### src/rtl/psfg_pkg.sv
// Shared constants, types and sine table builder for the positive sine frame generator.
package psfg_pkg;

    // Frame and field widths
    localparam int FRAME_LEN  = 256;
    localparam int POS_W      = $clog2(FRAME_LEN);
    localparam int CNT_W      = 9;
    localparam int AMP_W      = 11;
    localparam int VAL_W      = 12;

    // Sine table geometry
    localparam int SINE_STEPS     = 1024;
    localparam int PHASE_W        = $clog2(SINE_STEPS);
    localparam int HALF_STEPS     = SINE_STEPS / 2;
    localparam int QTR_STEPS      = SINE_STEPS / 4;
    localparam int QTR_W          = $clog2(QTR_STEPS + 1);
    localparam int SINE_FRAC_BITS = 15;
    localparam int MAG_W          = SINE_FRAC_BITS;
    localparam int OFFS_W         = SINE_FRAC_BITS + 1;
    localparam int PROD_W         = AMP_W + OFFS_W;
    localparam int SINE_TERMS     = 14;
    localparam logic [63:0] SINE_SCALE  = (64'd1 << SINE_FRAC_BITS) - 64'd1;
    localparam logic [63:0] HALF_PI_Q62 = 64'h6487ED5110B4611A;
    localparam logic [OFFS_W-1:0] OFFS_ONE   = OFFS_W'(1) << SINE_FRAC_BITS;
    localparam logic [PROD_W:0]   ROUND_HALF = (PROD_W + 1)'(1) << (SINE_FRAC_BITS - 1);

    // Shared divider geometry
    localparam int DIV_W      = PHASE_W;
    localparam int DIV_STEP_W = $clog2(DIV_W + 1);

    // Configuration port
    localparam int CFG_IDX_W  = 1;
    localparam int CFG_DATA_W = AMP_W;
    localparam logic [CFG_IDX_W-1:0] CFG_CYCLE_COUNT    = 1'd0;
    localparam logic [CFG_IDX_W-1:0] CFG_WAVE_AMPLITUDE = 1'd1;
    localparam logic [CNT_W-1:0]     CC_RESET           = 9'd1;
    localparam logic [AMP_W-1:0]     AMP_RESET          = 11'd511;

    // One classified word on its way from the front to the back
    typedef struct packed {
        logic [POS_W-1:0] pos;
        logic             last;
    } frm_item_t;

    // Divider request and response
    typedef struct packed {
        logic                  start;
        logic [DIV_STEP_W-1:0] steps;
        logic [DIV_W-1:0]      dividend;
        logic [CNT_W-1:0]      rem_init;
        logic [CNT_W-1:0]      divisor;
    } div_req_t;

    typedef struct packed {
        logic             done;
        logic [DIV_W-1:0] quot;
        logic [CNT_W-1:0] rem;
    } div_rsp_t;

    typedef logic [QTR_STEPS:0][MAG_W-1:0] qsin_tab_t;

    // (a*b) >> 62 for Q62 operands
    function automatic logic [63:0] mul_q62(input logic [63:0] a, input logic [63:0] b);
        logic [127:0] p;
        p = {64'd0, a} * {64'd0, b};
        return p[125:62];
    endfunction

    // Unsigned 64-bit quotient by shift and subtract
    function automatic logic [63:0] div_u64(input logic [63:0] num, input logic [63:0] den);
        logic [63:0] q;
        logic [64:0] rem;
        int          i;
        q   = '0;
        rem = '0;
        for (i = 63; i >= 0; i--)
        begin
            rem = {rem[63:0], num[i]};
            if (rem >= {1'b0, den})
            begin
                rem  = rem - {1'b0, den};
                q[i] = 1'b1;
            end
        end
        return q;
    endfunction

    // Rounded quarter-wave sine magnitude at step u of QTR_STEPS
    function automatic logic [MAG_W-1:0] sine_mag(input int u);
        logic [63:0] r;
        logic [63:0] ang;
        logic [63:0] a2;
        logic [63:0] term;
        logic [63:0] sum;
        logic [63:0] den;
        logic [63:0] s40;
        logic [63:0] mag;
        int          k;
        r    = 64'(u) << (62 - $clog2(QTR_STEPS));
        ang  = mul_q62(r, HALF_PI_Q62);
        a2   = mul_q62(ang, ang);
        term = ang;
        sum  = ang;
        for (k = 1; k <= SINE_TERMS; k++)
        begin
            den  = 64'(2 * k) * 64'(2 * k + 1);
            term = div_u64(mul_q62(term, a2), den);
            if ((k % 2) == 1)
                sum = sum - term;
            else
                sum = sum + term;
        end
        s40 = sum >> 22;
        mag = (SINE_SCALE * s40 + (64'd1 << 39)) >> 40;
        return mag[MAG_W-1:0];
    endfunction

    // Build the quarter-wave table at elaboration
    function automatic qsin_tab_t build_qsin_tab();
        qsin_tab_t tab;
        int        u;
        for (u = 0; u <= QTR_STEPS; u++)
        begin
            tab[u] = sine_mag(u);
        end
        return tab;
    endfunction

endpackage

### src/rtl/psfg_queue.sv
// Two-entry queue between the front and the back.
module psfg_queue (
    input  logic                clk,
    input  logic                rst_n,
    input  logic                push,
    input  psfg_pkg::frm_item_t push_item,
    input  logic                pop,
    output psfg_pkg::frm_item_t pop_item,
    output logic                empty,
    output logic                full
);
    import psfg_pkg::*;

    localparam int PTR_W = 1;
    localparam int DEPTH = 2 ** PTR_W;

    frm_item_t        mem [DEPTH];
    logic [PTR_W-1:0] wr_ptr_reg;
    logic [PTR_W-1:0] wr_ptr_next;
    logic [PTR_W-1:0] rd_ptr_reg;
    logic [PTR_W-1:0] rd_ptr_next;
    logic [PTR_W:0]   count_reg;
    logic [PTR_W:0]   count_next;

    assign empty    = (count_reg == '0);
    assign full     = (count_reg == (PTR_W + 1)'(DEPTH));
    assign pop_item = mem[rd_ptr_reg];

    // Advance pointers and fill count
    always_comb
    begin
        wr_ptr_next = push ? wr_ptr_reg + 1'b1 : wr_ptr_reg;
        rd_ptr_next = pop ? rd_ptr_reg + 1'b1 : rd_ptr_reg;
        count_next  = count_reg;
        if (push && !pop)
            count_next = count_reg + 1'b1;
        else if (pop && !push)
            count_next = count_reg - 1'b1;
    end

    always_ff @(posedge clk or negedge rst_n)
    begin
        if (!rst_n)
        begin
            wr_ptr_reg <= '0;
            rd_ptr_reg <= '0;
            count_reg  <= '0;
        end
        else
        begin
            wr_ptr_reg <= wr_ptr_next;
            rd_ptr_reg <= rd_ptr_next;
            count_reg  <= count_next;
        end
    end

    always_ff @(posedge clk)
    begin
        if (push)
            mem[wr_ptr_reg] <= push_item;
    end

endmodule

### config.mk
export PLATFORM = sky130hd
export DESIGN_NAME = psfg_queue
export DESIGN_NICKNAME = d
export VERILOG_FILES = /design/src/rtl/psfg_pkg.sv /design/src/rtl/psfg_queue.sv
export SDC_FILE = /design/constraint.sdc
export NUM_CORES = 1
export LEC_CHECK = 0
export ABC_AREA = 1
export BUFFER_PORTS_ARGS = -buffer_cell sky130_fd_sc_hd__buf_2
export CAP_MARGIN = 0
export CORE_ASPECT_RATIO = 1.4
export CORE_MARGIN = 2
export CORE_UTILIZATION = 25
export DETAILED_ROUTE_END_ITERATION = 8
export GPL_ROUTABILITY_DRIVEN = 1
export PLACE_DENSITY = 0.46
export SYNTH_ARGS = -nofsm -noshare
export SYNTH_HDL_FRONTEND = slang
export SYNTH_SLANG_ARGS = --single-unit
### constraint.sdc
create_clock -name clk -period 2.6 [get_ports clk]
set_input_delay 0.13 -clock clk [delete_from_list [all_inputs] [get_ports clk]]
set_output_delay 0.13 -clock clk [all_outputs]
set_load 0.01 [all_outputs]
-- After elaboration in Yosys (flattened, before gate mapping)
Memories as Yosys holds them, arrays and structs flattened.
Index checks and enable logic that the tools add are counted.
- add/sub/neg operators: 4
- equality and inequality tests: 1
- multiplexer cells: 4
- reduce and logical (&&, ||, !) cells: 6
- operators with widths (kind ; number):
    $mux W2 ; 2
    $add A1 B1 Y1 const B ; 2
    $add A2 B1 Y2 const B ; 1
    $eq A2 B2 Y1 const B ; 1
    $logic_and A1 B1 Y1 ; 2
    $logic_not A1 Y1 ; 2
    $logic_not A2 Y1 ; 1
    $mux W1 ; 2
    $reduce_bool A2 Y1 ; 1
    $sub A2 B1 Y2 const B ; 1
- register bits: 4
- memory bits (writable): 18
- input bits: 13
- output and inout port bits: 11
- memories: 1
- memory list (memory ; words ; width ; read ports ; clocked after Yosys merged registers in ; write ports ; line ; text):
    mem ; 2 ; 9 ; 1 ; 0 ; 1 ; psfg_queue.sv:17 ; frm_item_t mem [DEPTH];

-- Logic depth before layout (Yosys ltp)
- depth after elaboration: 4
- mapped depth: 7
- mapped depth without buffers: 7

-- Worst setup path before layout
Ideal clock, no wire load.
- path kind: register to register
- start point: register wr_ptr_reg
- end point: memory mem[0][0] in the netlist's numbering, enable pin
- library setup time: 0.374 ns
- data arrival time: 0.815 ns
- data required time: 2.226 ns
- setup slack: 1.411 ns
- cell stages (with the launch flop): 2
- buffers on the path: 0
- clock period less this slack: 1.189 ns
- cells stage by stage: dfrtp_1 nor2_1
- RTL lines (item ; line ; text):
    start: declaration ; psfg_queue.sv:18 ; logic [PTR_W-1:0] wr_ptr_reg;
    start signal: assignment ; psfg_queue.sv:51 ; wr_ptr_reg <= wr_ptr_next;
    end: declaration ; psfg_queue.sv:17 ;
No word-level cell before the write port.

==> results.cfg <==
[global_route]
grt_pass1_vias = 489
grt_pass1_wl_um = 2060
antenna_found_initial = 0
grt_max_degree = 13
grt-ovfl-total = 0
track_usage_pct = 7.14

[clock_network]
cts_max_level = 1
cts_tree = done
clk_pin_slew_worst_paths_ps = 70
numCtsBuffers = 3
cts-root-buf = clkbuf_8
cts_setup_buffers = 0
post_cts_resized = 0
clock_path_buffers = 2
clock-sinks = 22
holdBufCountCts = 1
insertion_delay_ps = 250

[drt]
wl_per_cell_um = 10.9
dr_total_vias = 480
dr.pass1.iters = 3
drt_wl_total_um = 1310
detail-route-antenna-nets = 0
vias_per_cell = 4.00
drc_errors = 0
drt_iter0_drc = 5

[critical_path]
r2r_cells = 1
crit_fanout = 10
cpPeakStageDelay_ps = 720
endpoint_kind = output pin
slowest_stage = dfrtp_1
path_cells = mux2_4, buf_2
r2r-end = mem[0][0]$_DFFE_PP_
path_class = reg -> out
path_buf_inv = 1
r2r_setup_slack_ps = 1240
path_delay_family = flip-flops
cp.arrival_ps = 1460
cp-start-kind = flip-flop
cp_data_required_time_ps = 2470
r2r_start = wr_ptr_reg$_DFFE_PN0P_

[synthesis]
yosysSeqAreaShare_pct = 71.7
yosysWarnings = 0
syn-num-nets = 67
ys_types = 12
synthTopCellsByArea = edfxtp_1 61%, mux2_4 15%, dfrtp_1 11%
synth_top_area_share_pct = 60.5
yosys.area.top_type = edfxtp_1
synthCells = 53
netlist_area_um2 = 893
syn_area_per_cell_um2 = 16.9
synth_seq_cells = 22

[cells_and_area]
diodes = 0
fin_nets = 95
final_common_cell = buf_2
most-common-layout-cells = 23 x buf_2, 18 x edfxtp_1, 9 x mux2_4
drive_above_1_share_pct = 45.0
largest_reg_flops = 18
syn2layout_area_growth_pct = 24.5
nFillCells = 345

[run]
cap_violations = 0

[floorplanning]
io_pins = 24
start_util_pct = 26.2
coreArea_um2 = 3410
die_w_um = 54.5
fp.dieArea_um2 = 4070
rows = 25
fp.dieH_um = 74.7

[min_path]
hold_path_class = in -> reg
worstHoldStart = push_item[4]
worst_hold_path.endpoint = mem[0][4]$_DFFE_PP_
min_path_cells = 1

[power]
swShare_pct = 28.5
peakVddDrop_mv = 0.559
p_clk_share_pct = 20.9
p_sw_uw = 318
leakagePower_uw = 0.000493
combPwrFrac_pct = 29.2
power.share.sequential_pct = 49.9
p_per_area_nw_per_um2 = 1000
p_int_uw = 797

[sta]
min_period_over_period_pct = 61.1
slew_violations = 0
max_slew.worst_pin.slew_ps = 738
setup_viol = 0
tns_ps = 0
fin_skew_ps = 1.52
period_needed_ps = 1590
grt_setup_unrepaired = no
fmax_ghz = 0.630
setup_ws_ps = 1010
hold_violations = 0
slew-limit-headroom_pct = 50.6

[placement]
place_worst_setup_slack_ps = 1210
portBuffers = 23
globalplace.congestion = 0.663

[outcome]
status = complete, no violations
[cells in the mapped netlist, drive strengths merged]
cell	n
xor2	2
ha	1
xnor2	1
edfxtp	18
mux2	9
nor2	3
buf	1
nand4	1
dfrtp	4
inv	7
nand3	1
nand2	5
[kinds of logic after synthesis]
| group | after synthesis | synth area share [%] |
|---|---|---|
| XOR/XNOR | 3 | 2.94 |
| adder cells (fa/ha/maj) | 1 | 1.40 |
| buffers and inverters | 8 | 4.20 |
| flip-flops | 22 | 71.7 |
| multiplexers | 9 | 15.1 |
| AND/OR/NAND/NOR | 10 | 4.62 |
[power groups by stage]
stage	combinational, µW	clock [µW]	sequential (µW)
floorplan	276	0	516
global placement	329	0	563
detailed placement	331	0	568
CTS	333	242	560
global route	355	254	571
finish	326	233	556
[metal layers]
layer	vias to the layer above	global-route usage, %	routed length, µm
li1	239	-	-
met1	224	7.55	503
met2	15	12.6	699
met3	2	1.59	100
met4	0	4.17	10
met5	-	0	0
[worst max-delay path by stage]
stage | end | slack, ps | startpoint | cells after the start
2_1_floorplan | mem[0][0]$_DFFE_PP_ | 1410 | wr_ptr_reg$_DFFE_PN0P_ | 1
3_3_place_gp | mem[0][3]$_DFFE_PP_ | 1250 | wr_ptr_reg$_DFFE_PN0P_ | 1
3_5_place_dp | mem[0][8]$_DFFE_PP_ | 1210 | wr_ptr_reg$_DFFE_PN0P_ | 1
4_1_cts | pop_item[2] | 980 | rd_ptr_reg$_DFFE_PN0P_ | 2
5_1_grt | pop_item[6] | 920 | rd_ptr_reg$_DFFE_PN0P_ | 2
6_report | pop_item[5] | 1010 | rd_ptr_reg$_DFFE_PN0P_ | 2
[stage by stage]
step	power (µW)	util [%]	instances	instance area (µm²)	hold slack (ps)
6_report	1120	32.6	120	1110	62.6
3_5_place_dp	900	30.7	115	1050	-55.5
5_1_grt	1180	32.6	120	1110	50.2
2_1_floorplan	792	-	53	893	-166
4_1_cts	1140	32.6	120	1110	57.3
3_3_place_gp	892	30.7	115	1050	-54.9
[layout make-up]
class | count | area [µm²] | area share (%)
Tap cell | 40 | 50.0 | 4.50
Inverter | 7 | 26.3 | 2.36
Clock buffer | 4 | 55.1 | 4.95
Sequential cell | 22 | 641 | 57.6
Multi-Input combinational cell | 23 | 215 | 19.3
Timing Repair Buffer | 24 | 125 | 11.2
Note: power is estimated with default switching activity, not from simulation.
