File: config.mk
export PLATFORM = sky130hd
export DESIGN_NAME = psfg_front_flat
export DESIGN_NICKNAME = d
export VERILOG_FILES = /design/src/rtl/psfg_pkg.sv /design/src/rtl/psfg_if.sv /design/src/rtl/psfg_front.sv /design/src/flat_wrapper.sv
export SDC_FILE = /design/constraint.sdc
export NUM_CORES = 1
export LEC_CHECK = 0
export ABC_AREA = 0
export BUFFER_PORTS_ARGS = -buffer_cell sky130_fd_sc_hd__buf_2
export CORE_AREA = 2 2 39 41
export DETAILED_ROUTE_END_ITERATION = 16
export DIE_AREA = 0 0 41 43
export GPL_ROUTABILITY_DRIVEN = 1
export HOLD_SLACK_MARGIN = 0.15
export PLACE_DENSITY_LB_ADDON = 0.15
export SETUP_SLACK_MARGIN = 0.5
export SYNTH_ARGS = -nofsm -noshare
export SYNTH_HDL_FRONTEND = slang
export SYNTH_SLANG_ARGS = --single-unit
File: constraint.sdc
create_clock -name clk -period 2.2 [get_ports clk]
set_input_delay 0.22 -clock clk [delete_from_list [all_inputs] [get_ports clk]]
set_output_delay 0.22 -clock clk [all_outputs]
set_load 0.01 [all_outputs]
File: src/rtl/psfg_pkg.sv
// Shared constants, types and sine table builder for the positive sine frame generator.
package psfg_pkg;

    // Frame and field widths
    localparam int FRAME_LEN  = 256;
    localparam int POS_W      = $clog2(FRAME_LEN);
    localparam int CNT_W      = 9;
    localparam int AMP_W      = 11;
    localparam int VAL_W      = 12;

    // Sine table geometry
    localparam int SINE_STEPS     = 1024;
    localparam int PHASE_W        = $clog2(SINE_STEPS);
    localparam int HALF_STEPS     = SINE_STEPS / 2;
    localparam int QTR_STEPS      = SINE_STEPS / 4;
    localparam int QTR_W          = $clog2(QTR_STEPS + 1);
    localparam int SINE_FRAC_BITS = 15;
    localparam int MAG_W          = SINE_FRAC_BITS;
    localparam int OFFS_W         = SINE_FRAC_BITS + 1;
    localparam int PROD_W         = AMP_W + OFFS_W;
    localparam int SINE_TERMS     = 14;
    localparam logic [63:0] SINE_SCALE  = (64'd1 << SINE_FRAC_BITS) - 64'd1;
    localparam logic [63:0] HALF_PI_Q62 = 64'h6487ED5110B4611A;
    localparam logic [OFFS_W-1:0] OFFS_ONE   = OFFS_W'(1) << SINE_FRAC_BITS;
    localparam logic [PROD_W:0]   ROUND_HALF = (PROD_W + 1)'(1) << (SINE_FRAC_BITS - 1);

    // Shared divider geometry
    localparam int DIV_W      = PHASE_W;
    localparam int DIV_STEP_W = $clog2(DIV_W + 1);

    // Configuration port
    localparam int CFG_IDX_W  = 1;
    localparam int CFG_DATA_W = AMP_W;
    localparam logic [CFG_IDX_W-1:0] CFG_CYCLE_COUNT    = 1'd0;
    localparam logic [CFG_IDX_W-1:0] CFG_WAVE_AMPLITUDE = 1'd1;
    localparam logic [CNT_W-1:0]     CC_RESET           = 9'd1;
    localparam logic [AMP_W-1:0]     AMP_RESET          = 11'd511;

    // One classified word on its way from the front to the back
    typedef struct packed {
        logic [POS_W-1:0] pos;
        logic             last;
    } frm_item_t;

    // Divider request and response
    typedef struct packed {
        logic                  start;
        logic [DIV_STEP_W-1:0] steps;
        logic [DIV_W-1:0]      dividend;
        logic [CNT_W-1:0]      rem_init;
        logic [CNT_W-1:0]      divisor;
    } div_req_t;

    typedef struct packed {
        logic             done;
        logic [DIV_W-1:0] quot;
        logic [CNT_W-1:0] rem;
    } div_rsp_t;

    typedef logic [QTR_STEPS:0][MAG_W-1:0] qsin_tab_t;

    // (a*b) >> 62 for Q62 operands
    function automatic logic [63:0] mul_q62(input logic [63:0] a, input logic [63:0] b);
        logic [127:0] p;
        p = {64'd0, a} * {64'd0, b};
        return p[125:62];
    endfunction

    // Unsigned 64-bit quotient by shift and subtract
    function automatic logic [63:0] div_u64(input logic [63:0] num, input logic [63:0] den);
        logic [63:0] q;
        logic [64:0] rem;
        int          i;
        q   = '0;
        rem = '0;
        for (i = 63; i >= 0; i--)
        begin
            rem = {rem[63:0], num[i]};
            if (rem >= {1'b0, den})
            begin
                rem  = rem - {1'b0, den};
                q[i] = 1'b1;
            end
        end
        return q;
    endfunction

    // Rounded quarter-wave sine magnitude at step u of QTR_STEPS
    function automatic logic [MAG_W-1:0] sine_mag(input int u);
        logic [63:0] r;
        logic [63:0] ang;
        logic [63:0] a2;
        logic [63:0] term;
        logic [63:0] sum;
        logic [63:0] den;
        logic [63:0] s40;
        logic [63:0] mag;
        int          k;
        r    = 64'(u) << (62 - $clog2(QTR_STEPS));
        ang  = mul_q62(r, HALF_PI_Q62);
        a2   = mul_q62(ang, ang);
        term = ang;
        sum  = ang;
        for (k = 1; k <= SINE_TERMS; k++)
        begin
            den  = 64'(2 * k) * 64'(2 * k + 1);
            term = div_u64(mul_q62(term, a2), den);
            if ((k % 2) == 1)
                sum = sum - term;
            else
                sum = sum + term;
        end
        s40 = sum >> 22;
        mag = (SINE_SCALE * s40 + (64'd1 << 39)) >> 40;
        return mag[MAG_W-1:0];
    endfunction

    // Build the quarter-wave table at elaboration
    function automatic qsin_tab_t build_qsin_tab();
        qsin_tab_t tab;
        int        u;
        for (u = 0; u <= QTR_STEPS; u++)
        begin
            tab[u] = sine_mag(u);
        end
        return tab;
    endfunction

endpackage

File: src/rtl/psfg_if.sv
// Request and sample channel interfaces of the positive sine frame generator.
interface psfg_in_if;
    logic valid;
    logic ready;
    logic restart;

    modport source (output valid, output restart, input ready);
    modport sink   (input valid, input restart, output ready);
endinterface


File: src/rtl/psfg_front.sv
// Front end: accepts request words and assigns each its frame position.
module psfg_front (
    input  logic                clk,
    input  logic                rst_n,
    psfg_in_if.sink             sample_req,
    input  logic                full,
    output logic                push,
    output psfg_pkg::frm_item_t item
);
    import psfg_pkg::*;

    logic [POS_W-1:0] pos_reg;
    logic [POS_W-1:0] pos_next;
    logic [POS_W-1:0] k;

    // Take a word whenever the queue has room
    assign sample_req.ready = !full;
    assign push             = sample_req.valid && !full;

    // Classify: position in frame and last-sample flag
    always_comb
    begin
        k         = sample_req.restart ? '0 : pos_reg;
        item.pos  = k;
        item.last = (k == POS_W'(FRAME_LEN - 1));
        pos_next  = pos_reg;
        if (push)
            pos_next = item.last ? '0 : k + 1'b1;
    end

    always_ff @(posedge clk or negedge rst_n)
    begin
        if (!rst_n)
            pos_reg <= '0;
        else
            pos_reg <= pos_next;
    end

endmodule

File: src/flat_wrapper.sv
// flat-port wrapper written by rule: the top's interface ports become plain ports
module psfg_front_flat import psfg_pkg::*;
  (clk, rst_n, full, push, item, sample_req_valid, sample_req_restart, sample_req_ready);
  psfg_in_if sample_req_i ();
  input  logic clk;
  input  logic rst_n;
  input  logic full;
  output logic push;
  output psfg_pkg::frm_item_t item;
  input wire logic [$bits(sample_req_i.valid)-1:0] sample_req_valid;
  input wire logic [$bits(sample_req_i.restart)-1:0] sample_req_restart;
  output wire logic [$bits(sample_req_i.ready)-1:0] sample_req_ready;
  assign sample_req_i.valid = sample_req_valid;
  assign sample_req_i.restart = sample_req_restart;
  assign sample_req_ready = sample_req_i.ready;
  psfg_front u_core (.clk(clk), .rst_n(rst_n), .sample_req(sample_req_i), .full(full), .push(push), .item(item));
endmodule
After elaboration in Yosys (flattened, before gate mapping)
Cells that the tools add are included.
{ "word_totals": {"n_memories": 0, "output_inout_bits": 11, "ramBits": 0, "ff_bits": 8, "word_cells": 7, "latch_bits": 0, "romBits": 0} }
{ "classes": {"magnitude_cmp": 0, "div_mod_pow": 0, "n_addsub": 1, "n_shift": 0, "eq_ne": 1, "n_mux": 2, "bitwise_logic": 0, "reduce_logical": 2, "n_mul": 0} }
{ "ops": {"columns": ["cell", "n"], "rows": [
  ["2-to-1 mux 8 bit", 2],
  ["adder 8 x 1 -> 8 bit (second input constant)", 1],
  ["== test 8 bit (second input constant)", 1],
  ["logical AND 1 bit", 1],
  ["logical NOT 1 bit", 1]
]} }

Depth between registers and ports, before layout
{ "logic_depth": {"depth_word": 3, "ltp_mapped": 7, "mapped_depth_nobuf": 6} }

Least setup slack after synthesis
No wires, ideal clock.
{ "synth_timing": {"kind": "input port to flip-flop", "startpoint": "in sample_req_restart", "endpoint": "reg u_core.pos_reg[5]", "path_stages": 7, "arrival_ns": 1.695, "required_ns": 2.076, "slack_ns": 0.381, "n_path_buf": 1, "cell_sequence": "clkbuf_1 nor2b_1 ha_1 nand3_1 nor3_1 o31a_1 mux2i_1"} }
{ "synth_rtl": {"columns": ["element", "line_no", "source"], "rows": [
  ["start, declared", "flat_wrapper.sv:11", "input wire logic [$bits(sample_req_i.restart)-1:0] sample_req_restart;"],
  ["end signal, assigned", "psfg_front.sv:36", "pos_reg <= pos_next;"],
  ["end, declared", "psfg_front.sv:12", "logic [POS_W-1:0] pos_reg;"]
]} }

==> flow_summary.yaml <==
layout:
  fin_nets: 88
  final_cell_mix: "buf_2 (15), nand2_1 (8), dfrtp_1 (8)"
  largest_reg_flops: 8
  area.growth.synth_to_final_pct: 37.3
  register_area_um2: 200
  fin_area_um2: 686
  diodes: 0
  multi_input_area_um2: 317
  final_common_cell: "buf_2"
  fill_cells: 130
  drive_above_1_share: 0.363
pwr:
  ir_drop_v: 0.000364
  total_power_mw: 0.429
  leakage_nw: 0.351
  pwr_density_cell_mw_per_mm2: 626
global_route:
  grt_max_degree: 15
  grt_pass1_wl_um: 1830
  grt_busiest_layer: "met2"
  antenna_found_initial: 0
  grtUsageMet2: 0.219
  grt_use_met1: 0.205
  grt_pass1_vias: 401
  use_met3: 0.0942
  grtUsageTotal: 0.161
  grt-ovfl-total: 0
placed_design:
  dp_hpwl_um: 781
  gp_congestion: 0.760
  place_ws_ns: 0.476
  dpl_cell_area_um2: 591
  port_buffers: 15
logic_synthesis:
  syn_avg_cell_area_um2: 8.32
  synth.distinct_cells: 26
  synth_top_area_cell: "dfrtp_1"
  ys_warn_count: 0
  syn_area_um2: 499
  synth_edf_count: 0
  synth-seq-area-share: 0.401
  async_reset_ff_frac: 1.00
  synth_fp_nets: 66
  ys_ff_latch: 8
  synth_cells: 60
  synth_top_flop_cell: "dfrtp_1"
  yosys.area.top_type_share: 0.401
  ys_top_cells_by_area: "dfrtp_1 (40%), nor2b_1 (7.5%), nand2_1 (6.0%), nor2_1 (5.3%), mux2i_1 (4.0%)"
route:
  final_antenna_net_count: 0
  drc_errors: 0
  viasPerCell: 5.19
  first_iter_violations: 1
  wl_per_cell_um: 12.2
  routed_wl_um: 1170
  vias: 498
  drtPass1Iterations: 4
sta:
  slew_violations: 0
  hold_ws_ns: 0.332
  setup_viol_count_final: 0
  finalCritPeriodShare: 0.754
  tightestPinTransition_ns: 0.433
  finalSetupTns_ns: 0
  slew_headroom: 0.711
  timing.final.crit_period_ns: 1.66
  grt_setup_unrepaired: "false"
  fin_ws_ns: 0.542
  hold_viol_final: 0
  fmax_mhz: 603
  skew_ns: 0.00811
clock_tree:
  path_clk_slew_ns: 0.06
  clockRootBuffer: "clkbuf_4"
  htreeDepth: 1
  clk_latency_ns: 0.26
  cts_buffer_depth: 2
  cts.sinks: 8
  cts-buffers-inserted: 3
  cts_tree: "built"
floorplanning:
  dieArea_mm2: 0.00176
  start_util: 0.361
  die_w_um: 41
  io_pins: 16
  die_h_um: 43
  rows: 14
  core_area_mm2: 0.00138
critical_path:
  critPathLaunchType: "flip-flop"
  cp_cell_sequence: "nor2b_4 > ha_4 > nand3_4 > nor3_2 > buf_2"
  r2r_end: "u_core.pos_reg[6]"
  cpPeakStageDelay_ns: 0.37
  path_delay_family: "simple AND/OR/NAND/NOR gates"
  crit_fanout: 5
  r2r_slack_ns: 0.71
  cp_slowest_cell: "dfrtp_1"
  ff2ff_path_depth: 6
  critPathRequiredTime_ns: 1.98
  worstSetupPathType: "reg -> out"
  regToRegStartpoint: "u_core.pos_reg[0]"
  path_buf_inv: 1
  arrival_ns: 1.44
  end_kind: "output port"
run_status:
  outcome: "finished, final reports clean"
run:
  max_cap_violations: 0
hold_path:
  hp-class: "in -> async"
-- kinds of logic after synthesis --
family,synth area share
simple gates,0.336
compound gates,0.143
flops,0.401
buf+inv,0.0551
mux,0.0401
fa+ha+maj,0.0251
-- how the worst max path moves through the flow --
stage,start,to,cells past startpoint
final,u_core.pos_reg[0],item[0],5
after global routing,u_core.pos_reg[0],item[0],5
after CTS,u_core.pos_reg[1],item[0],5
after detailed placement,sample_req_restart,u_core.pos_reg[6],7
after global placement,sample_req_restart,u_core.pos_reg[6],7
after floorplan,sample_req_restart,u_core.pos_reg[6],7
-- metal layers --
layer	wire [um]	up-vias
li1	-	248
met1	499	236
met2	579	10
met3	69	4
met4	21	0
met5	0	-
-- metrics by stage --
step            util  cells
2_1_floorplan      -     60
5_1_grt        0.495     96
3_3_place_gp   0.427     89
4_1_cts        0.476     94
6_report       0.495     96
3_5_place_dp   0.427     89
-- power breakdown --
group	leakage (nW)	internal, mW	switching (mW)
Sequential	0.0992	0.169	0.0289
Combinational	0.238	0.0583	0.0614
Clock	0.0138	0.0624	0.0490
-- area by class of cell --
type	count	share of cell area
well taps	16	0.0292
repair buffers	19	0.157
clock buffers	3	0.0328
inverters	5	0.0274
multi-input cells	45	0.462
flip-flops and latches	8	0.292
-- synthesized netlist by cell type (all sizes together), types with 2 or more instances --
cell type / instances
nor3: 2
and3: 2
mux2i: 2
nand2: 8
inv: 5
nor2: 7
a21oi: 2
o21ai: 4
dfrtp: 8
nor2b: 6
nand2b: 2
-- repair_timing --
action | 4_1_cts | 5_1_grt
resized for setup | 6 | 2
pin swaps | 1 | 1
endpoints found under the hold margin | 8 | 0
hold buffers | 1 | 0
endpoints found under the setup margin | 1 | 1
setup buffers | 1 | 2
Note: power is estimated with default switching activity, not from simulation.
