`src/rtl/psfg_pkg.sv`:
```
// Shared constants, types and sine table builder for the positive sine frame generator.
package psfg_pkg;

    // Frame and field widths
    localparam int FRAME_LEN  = 256;
    localparam int POS_W      = $clog2(FRAME_LEN);
    localparam int CNT_W      = 9;
    localparam int AMP_W      = 11;
    localparam int VAL_W      = 12;

    // Sine table geometry
    localparam int SINE_STEPS     = 1024;
    localparam int PHASE_W        = $clog2(SINE_STEPS);
    localparam int HALF_STEPS     = SINE_STEPS / 2;
    localparam int QTR_STEPS      = SINE_STEPS / 4;
    localparam int QTR_W          = $clog2(QTR_STEPS + 1);
    localparam int SINE_FRAC_BITS = 15;
    localparam int MAG_W          = SINE_FRAC_BITS;
    localparam int OFFS_W         = SINE_FRAC_BITS + 1;
    localparam int PROD_W         = AMP_W + OFFS_W;
    localparam int SINE_TERMS     = 14;
    localparam logic [63:0] SINE_SCALE  = (64'd1 << SINE_FRAC_BITS) - 64'd1;
    localparam logic [63:0] HALF_PI_Q62 = 64'h6487ED5110B4611A;
    localparam logic [OFFS_W-1:0] OFFS_ONE   = OFFS_W'(1) << SINE_FRAC_BITS;
    localparam logic [PROD_W:0]   ROUND_HALF = (PROD_W + 1)'(1) << (SINE_FRAC_BITS - 1);

    // Shared divider geometry
    localparam int DIV_W      = PHASE_W;
    localparam int DIV_STEP_W = $clog2(DIV_W + 1);

    // Configuration port
    localparam int CFG_IDX_W  = 1;
    localparam int CFG_DATA_W = AMP_W;
    localparam logic [CFG_IDX_W-1:0] CFG_CYCLE_COUNT    = 1'd0;
    localparam logic [CFG_IDX_W-1:0] CFG_WAVE_AMPLITUDE = 1'd1;
    localparam logic [CNT_W-1:0]     CC_RESET           = 9'd1;
    localparam logic [AMP_W-1:0]     AMP_RESET          = 11'd511;

    // One classified word on its way from the front to the back
    typedef struct packed {
        logic [POS_W-1:0] pos;
        logic             last;
    } frm_item_t;

    // Divider request and response
    typedef struct packed {
        logic                  start;
        logic [DIV_STEP_W-1:0] steps;
        logic [DIV_W-1:0]      dividend;
        logic [CNT_W-1:0]      rem_init;
        logic [CNT_W-1:0]      divisor;
    } div_req_t;

    typedef struct packed {
        logic             done;
        logic [DIV_W-1:0] quot;
        logic [CNT_W-1:0] rem;
    } div_rsp_t;

    typedef logic [QTR_STEPS:0][MAG_W-1:0] qsin_tab_t;

    // (a*b) >> 62 for Q62 operands
    function automatic logic [63:0] mul_q62(input logic [63:0] a, input logic [63:0] b);
        logic [127:0] p;
        p = {64'd0, a} * {64'd0, b};
        return p[125:62];
    endfunction

    // Unsigned 64-bit quotient by shift and subtract
    function automatic logic [63:0] div_u64(input logic [63:0] num, input logic [63:0] den);
        logic [63:0] q;
        logic [64:0] rem;
        int          i;
        q   = '0;
        rem = '0;
        for (i = 63; i >= 0; i--)
        begin
            rem = {rem[63:0], num[i]};
            if (rem >= {1'b0, den})
            begin
                rem  = rem - {1'b0, den};
                q[i] = 1'b1;
            end
        end
        return q;
    endfunction

    // Rounded quarter-wave sine magnitude at step u of QTR_STEPS
    function automatic logic [MAG_W-1:0] sine_mag(input int u);
        logic [63:0] r;
        logic [63:0] ang;
        logic [63:0] a2;
        logic [63:0] term;
        logic [63:0] sum;
        logic [63:0] den;
        logic [63:0] s40;
        logic [63:0] mag;
        int          k;
        r    = 64'(u) << (62 - $clog2(QTR_STEPS));
        ang  = mul_q62(r, HALF_PI_Q62);
        a2   = mul_q62(ang, ang);
        term = ang;
        sum  = ang;
        for (k = 1; k <= SINE_TERMS; k++)
        begin
            den  = 64'(2 * k) * 64'(2 * k + 1);
            term = div_u64(mul_q62(term, a2), den);
            if ((k % 2) == 1)
                sum = sum - term;
            else
                sum = sum + term;
        end
        s40 = sum >> 22;
        mag = (SINE_SCALE * s40 + (64'd1 << 39)) >> 40;
        return mag[MAG_W-1:0];
    endfunction

    // Build the quarter-wave table at elaboration
    function automatic qsin_tab_t build_qsin_tab();
        qsin_tab_t tab;
        int        u;
        for (u = 0; u <= QTR_STEPS; u++)
        begin
            tab[u] = sine_mag(u);
        end
        return tab;
    endfunction

endpackage

```
`src/rtl/psfg_div.sv`:
```
// Shared restoring divider, one quotient bit per cycle.
module psfg_div (
    input  logic                clk,
    input  logic                rst_n,
    input  psfg_pkg::div_req_t  req,
    output psfg_pkg::div_rsp_t  rsp
);
    import psfg_pkg::*;

    logic                  busy_reg;
    logic                  busy_next;
    logic                  done_reg;
    logic                  done_next;
    logic [DIV_STEP_W-1:0] cnt_reg;
    logic [DIV_STEP_W-1:0] cnt_next;
    logic [DIV_W-1:0]      dq_reg;
    logic [DIV_W-1:0]      dq_next;
    logic [CNT_W-1:0]      rem_reg;
    logic [CNT_W-1:0]      rem_next;
    logic [CNT_W-1:0]      dvsr_reg;
    logic [CNT_W-1:0]      dvsr_next;
    logic [CNT_W:0]        shifted;
    logic [CNT_W:0]        diff;
    logic                  ge;

    // Shift in the next dividend bit and try the subtract
    always_comb
    begin
        shifted = {rem_reg, dq_reg[DIV_W-1]};
        diff    = shifted - {1'b0, dvsr_reg};
        ge      = shifted >= {1'b0, dvsr_reg};
    end

    // Load on start, step while busy
    always_comb
    begin
        busy_next = busy_reg;
        done_next = 1'b0;
        cnt_next  = cnt_reg;
        dq_next   = dq_reg;
        rem_next  = rem_reg;
        dvsr_next = dvsr_reg;
        if (req.start)
        begin
            busy_next = 1'b1;
            cnt_next  = req.steps;
            dq_next   = req.dividend;
            rem_next  = req.rem_init;
            dvsr_next = req.divisor;
        end
        else if (busy_reg)
        begin
            dq_next  = {dq_reg[DIV_W-2:0], ge};
            rem_next = ge ? diff[CNT_W-1:0] : shifted[CNT_W-1:0];
            cnt_next = cnt_reg - 1'b1;
            if (cnt_reg == DIV_STEP_W'(1))
            begin
                busy_next = 1'b0;
                done_next = 1'b1;
            end
        end
    end

    always_ff @(posedge clk or negedge rst_n)
    begin
        if (!rst_n)
        begin
            busy_reg <= 1'b0;
            done_reg <= 1'b0;
            cnt_reg  <= '0;
        end
        else
        begin
            busy_reg <= busy_next;
            done_reg <= done_next;
            cnt_reg  <= cnt_next;
        end
    end

    always_ff @(posedge clk)
    begin
        dq_reg   <= dq_next;
        rem_reg  <= rem_next;
        dvsr_reg <= dvsr_next;
    end

    assign rsp.done = done_reg;
    assign rsp.quot = dq_reg;
    assign rsp.rem  = rem_reg;

endmodule

```
`config.mk`:
```
export PLATFORM = sky130hd
export DESIGN_NAME = psfg_div
export DESIGN_NICKNAME = d
export VERILOG_FILES = /design/src/rtl/psfg_pkg.sv /design/src/rtl/psfg_div.sv
export SDC_FILE = /design/constraint.sdc
export NUM_CORES = 1
export LEC_CHECK = 0
export CAP_MARGIN = 10
export CORE_ASPECT_RATIO = 0.5
export CORE_MARGIN = 4
export CORE_UTILIZATION = 45
export DETAILED_ROUTE_END_ITERATION = 7
export DONT_BUFFER_PORTS = 1
export SLEW_MARGIN = 15
export SYNTH_ARGS = -nofsm -noshare
export SYNTH_HDL_FRONTEND = slang
export SYNTH_SLANG_ARGS = --single-unit
export TNS_END_PERCENT = 100
```
`constraint.sdc`:
```
create_clock -name clk -period 2.6 [get_ports clk]
set_input_delay 0.26 -clock clk [delete_from_list [all_inputs] [get_ports clk]]
set_output_delay 0.26 -clock clk [all_outputs]
set_load 0.1 [all_outputs]
```
**Word level (Yosys, flattened, before mapping)**

Index checks and enable logic that the tools add are counted.
Widths: inputs -> output; s select.

- Flip-flop bits (word level): 34
- Latch bits: 0
- Bits in writable memories: 0
- ROM bits: 0
- Input bits: 35
- Output and inout port bits: 20
- Word-level logic and storage cells: 24
- Memories kept: 0

- Add/subtract/negate cells: 2
- $mul: 0
- Div/mod/pow operators: 0
- Magnitude comparators: 1
- Equal/unequal tests: 1
- Shift operators: 0
- Mux-type cells: 13
- Bitwise operators: 0
- Reductions and logical operators: 1

Operator list:

| cell | count |
|---|---|
| $mux 9 | 3 |
| $mux 10 | 2 |
| $ge 10x9->1 | 1 |
| $sub 9x9->9 | 1 |
| $mux 4 | 2 |
| $mux 1 | 6 |
| $eq 4x1->1 const B | 1 |
| $sub 4x1->4 const B | 1 |
| $reduce_bool 2->1 | 1 |

**Longest topological paths before layout**

- Depth in word-level cells: 4
- Gate-level depth with buffers: 9
- Mapped depth without buffers: 9

**Least setup slack after synthesis**

Ideal clock, no wire load.

- Kind: reg-to-reg
- Start: register dq_reg[9]
- End: register rem_reg[8] (data pin)
- Setup time: 0.261 ns
- Arrival time: 2.480 ns
- Required time: 2.339 ns
- Setup slack: -0.141 ns
- Stages on the path, launching flop included: 10
- Path buffers: 0
- Period minus slack after synthesis: 2.741 ns
- Cells stage by stage: edfxtp_1 -> inv_1 -> ha_1 -> inv_1 -> fa_1 -> a21o_1 -> a221o_1 -> nor3b_1 -> o31ai_1 -> a2bb2oi_1

- Word-level cells in the longest chain between the ends: 4
- Elaborated cells on any way between the ends: 5
- Classes of those cells: 1 x add/sub; 1 x order compare; 3 x mux

RTL lines:

| what | RTL line | RTL |
|---|---|---|
| start: declaration | psfg_div.sv:16 | `logic [DIV_W-1:0] dq_reg;` |
| start signal: assignment | psfg_div.sv:82 | `dq_reg <= dq_next;` |
| $sub 9x9->9 / $ge 10x9->1 (equally long branches) | psfg_div.sv:30, psfg_div.sv:31 |  |
| $mux 9 * | psfg_div.sv:54 | `rem_next = ge ? diff[CNT_W-1:0] : shifted[CNT_W-1:0];` |
| $mux 9 * | psfg_div.sv:51 | `else if (busy_reg)` |
| $mux 9 * | psfg_div.sv:43 | `if (req.start)` |
| via rem_next[8] | psfg_div.sv:19 | `logic [CNT_W-1:0] rem_next;` |
| end signal: assignment | psfg_div.sv:83 | `rem_reg <= rem_next;` |
| end: declaration | psfg_div.sv:18 | `logic [CNT_W-1:0] rem_reg;` |

The timed path passes the listed nets; every way through them passes the cells marked *. The select of a mux whose other input is x is not followed.
A chain may end at the register's enable or synchronous reset.

**Final worst setup path**

Ends and elaborated chain as after synthesis.

==> results.ini <==
[run_status]
outcome = finished clean

[synthesis]
synth_edf_count = 28
synthSimpleGateAreaFrac = 0.106
synth_area_um2 = 1990
muxShareOfSynthArea = 0.0825
ys_seq_area_frac = 0.499
synth_top_family_by_area = compound AO/OA/AOI/OAI gates
syn_nets = 219
yosysTopAreaCell = edfxtp_1
synth_cell_type_count = 46
synth_compound_area_frac = 0.151
syn_area_per_cell_um2 = 11.5
syn_inst = 172
yosysWarningCount = 0
synth_xor_area_frac = 0.0309
synth_fa_ha_area_frac = 0.0794
synth_seq_cells = 34
synth-async-reset-ratio = 0.176
synth_top_cell_area_share = 0.423
synthTopCellsByArea = edfxtp_1 (42%), dfrtp_1 (7.6%), ha_1 (6.9%)
yosys_most_used_dff = edfxtp_1

[route]
drc_errors = 0
drtIter0Drc = 61
drtPass1Iterations = 4
vias = 1321
ant_nets = 0
routed_wl_um = 4090
viasPerCell = 5.57
wl_per_cell_um = 17.2

[floorplanning]
start_util = 0.489
dieArea_um2 = 5600
die_w_um = 102
rows = 16
ioPinCount = 55
coreArea_um2 = 4060
die_h_um = 55.0

[sta]
finalCritPeriodShare = 0.881
clock_skew_ns = 0.00655
max_slew_margin = 0.383
fmax_mhz = 437
tightest_slew_ns = 0.926
fin_ws_ns = 0.310
tns_ns = 0
hold_violations = 0
hold_ws_ns = 0.0452
rsz0062_at_grt = no
slew_viol_final = 0
setup-violations-final = 0
fin_crit_ns = 2.29

[final_layout]
fillers = 379
drive_gt1_frac = 0.219
utilization = 0.546
final_nets = 229
diodes = 0
final_cell_mix = edfxtp_1 (28), inv_1 (14), nand2_1 (13), mux2_2 (11)
area_growth_syn_to_layout_pct = 11.7
layout_commonest_cell = edfxtp_1
multi_input_comb_area_um2 = 903
register_area_um2 = 991
largest_reg_flops = 10

[clock_tree]
cts_buffers = 5
cts.sinks = 34
root_buffer = clkbuf_8
cts_tree = yes
clkLatencyLatePin_ns = 0.29
clk_path_buf_depth = 2
clkTransAtPathRegs_ns = 0.08
h-tree-depth = 2
post_cts_resize_count = 0

[placed_design]
place.gp.congestion = 0.869
numPortBuffers = 0
post-place-ws_ns = 0.344
hpwl_um = 3050

[power]
p_leak_nw = 0.916
finalPower_mw = 3.07
vdd_drop_max_uv = 504
power_density_nw_per_um2 = 1390

[setup_path]
cp_data_required_time_ns = 2.64
worst-path-max-fanout = 4
crit_type = reg -> reg
crit_path_end_kind = flip-flop
worstPathArrival_ns = 2.33
startpoint_type = flip-flop

[run]
drv_cap = 0

[global_routing]
grt_pass1_wl_um = 6320
grt_start_max_net_pins = 39
grt_pass1_vias = 1303
grt_overflow = 0
grt_antenna_before_repair = 0
grt_usage = 0.154

[worst_hold_path]
hold_class = in -> reg

## synth_stat cells, types with 2 or more instances
master / count
dfrtp_1: 6
nor3b_1: 2
buf_2: 2
a21oi_1: 9
nor3_1: 2
o31ai_1: 3
o21ai_1: 2
inv_1: 15
a21o_1: 5
nor2_1: 6
edfxtp_1: 28
a31oi_1: 3
a2bb2oi_1: 2
mux2_2: 11
nand2_1: 13
nand3_1: 5
mux2i_1: 4
o21ai_0: 8
clkbuf_1: 4
xnor2_1: 3
ha_1: 11
xor2_1: 4
## worst paths after layout
path / start / end / slack, ns / depth (start not counted)
hold reg to reg: cnt_reg[3] / done_reg / 0.57 / 3
setup / recovery: dq_reg[9] / rem_reg[8] / 0.31 / 9
max in group asynchronous: rst_n / cnt_reg[3] / 2.11 / 1
min in group asynchronous: rst_n / cnt_reg[0] / 0.28 / 1
hold / removal: req[32] / done_reg / 0.05 / 1
setup reg to reg: dq_reg[9] / rem_reg[8] / 0.31 / 9
## metal layers
metal | vias to the layer above | routed length (um) | GRT usage
li1 | 649 | - | -
met1 | 636 | 1950 | 0.207
met2 | 34 | 1840 | 0.234
met3 | 2 | 289 | 0.0663
met4 | 0 | 8 | 0.0370
met5 | - | 0 | 0
## logic make-up after synthesis
logic type,after synthesis
AO/OA/AOI/OAI,42
AND/OR/NAND/NOR,39
flip-flops,34
buffers and inverters,23
multiplexers,15
adder cells (fa/ha/maj),12
XOR/XNOR,7
## layout make-up
class	instances	area share
clock buffer	5	0.0310
inverter	15	0.0254
tap	54	0.0305
multi-input combinational	115	0.407
clock inverter	3	0.0203
timing repair buffer	11	0.0384
sequential	34	0.447
## power by group
group	total [mW]	leakage, nW	internal [mW]	switching (mW)
Clock	0.491	0.0504	0.285	0.206
Combinational	1.53	0.508	0.493	1.03
Sequential	1.05	0.357	0.754	0.301
Total	3.07	0.916	1.53	1.54
## metrics by stage
step           instances  area (um2)
3_5_place_dp         228        2090
5_1_grt              237        2220
6_report             237        2220
4_1_cts              237        2220
3_3_place_gp         228        2090
2_1_floorplan        172        1990
## worst max-delay path: stages, from the launching register on
cell and delay, ns:
edfxtp_1 0.39, inv_1 0.07, ha_2 0.18, inv_2 0.04
fa_2 0.36, a21o_1 0.19, a221o_1 0.35, nor3b_1 0.16
o31ai_1 0.20, a2bb2oi_1 0.10
## what timing repair did
item | 4_1_cts | 5_1_grt
setup buffers | 0 | 0
hold buffers | 1 | 0
endpoints found under the hold margin | 6 | 0
(Power assumes the default switching activity.)
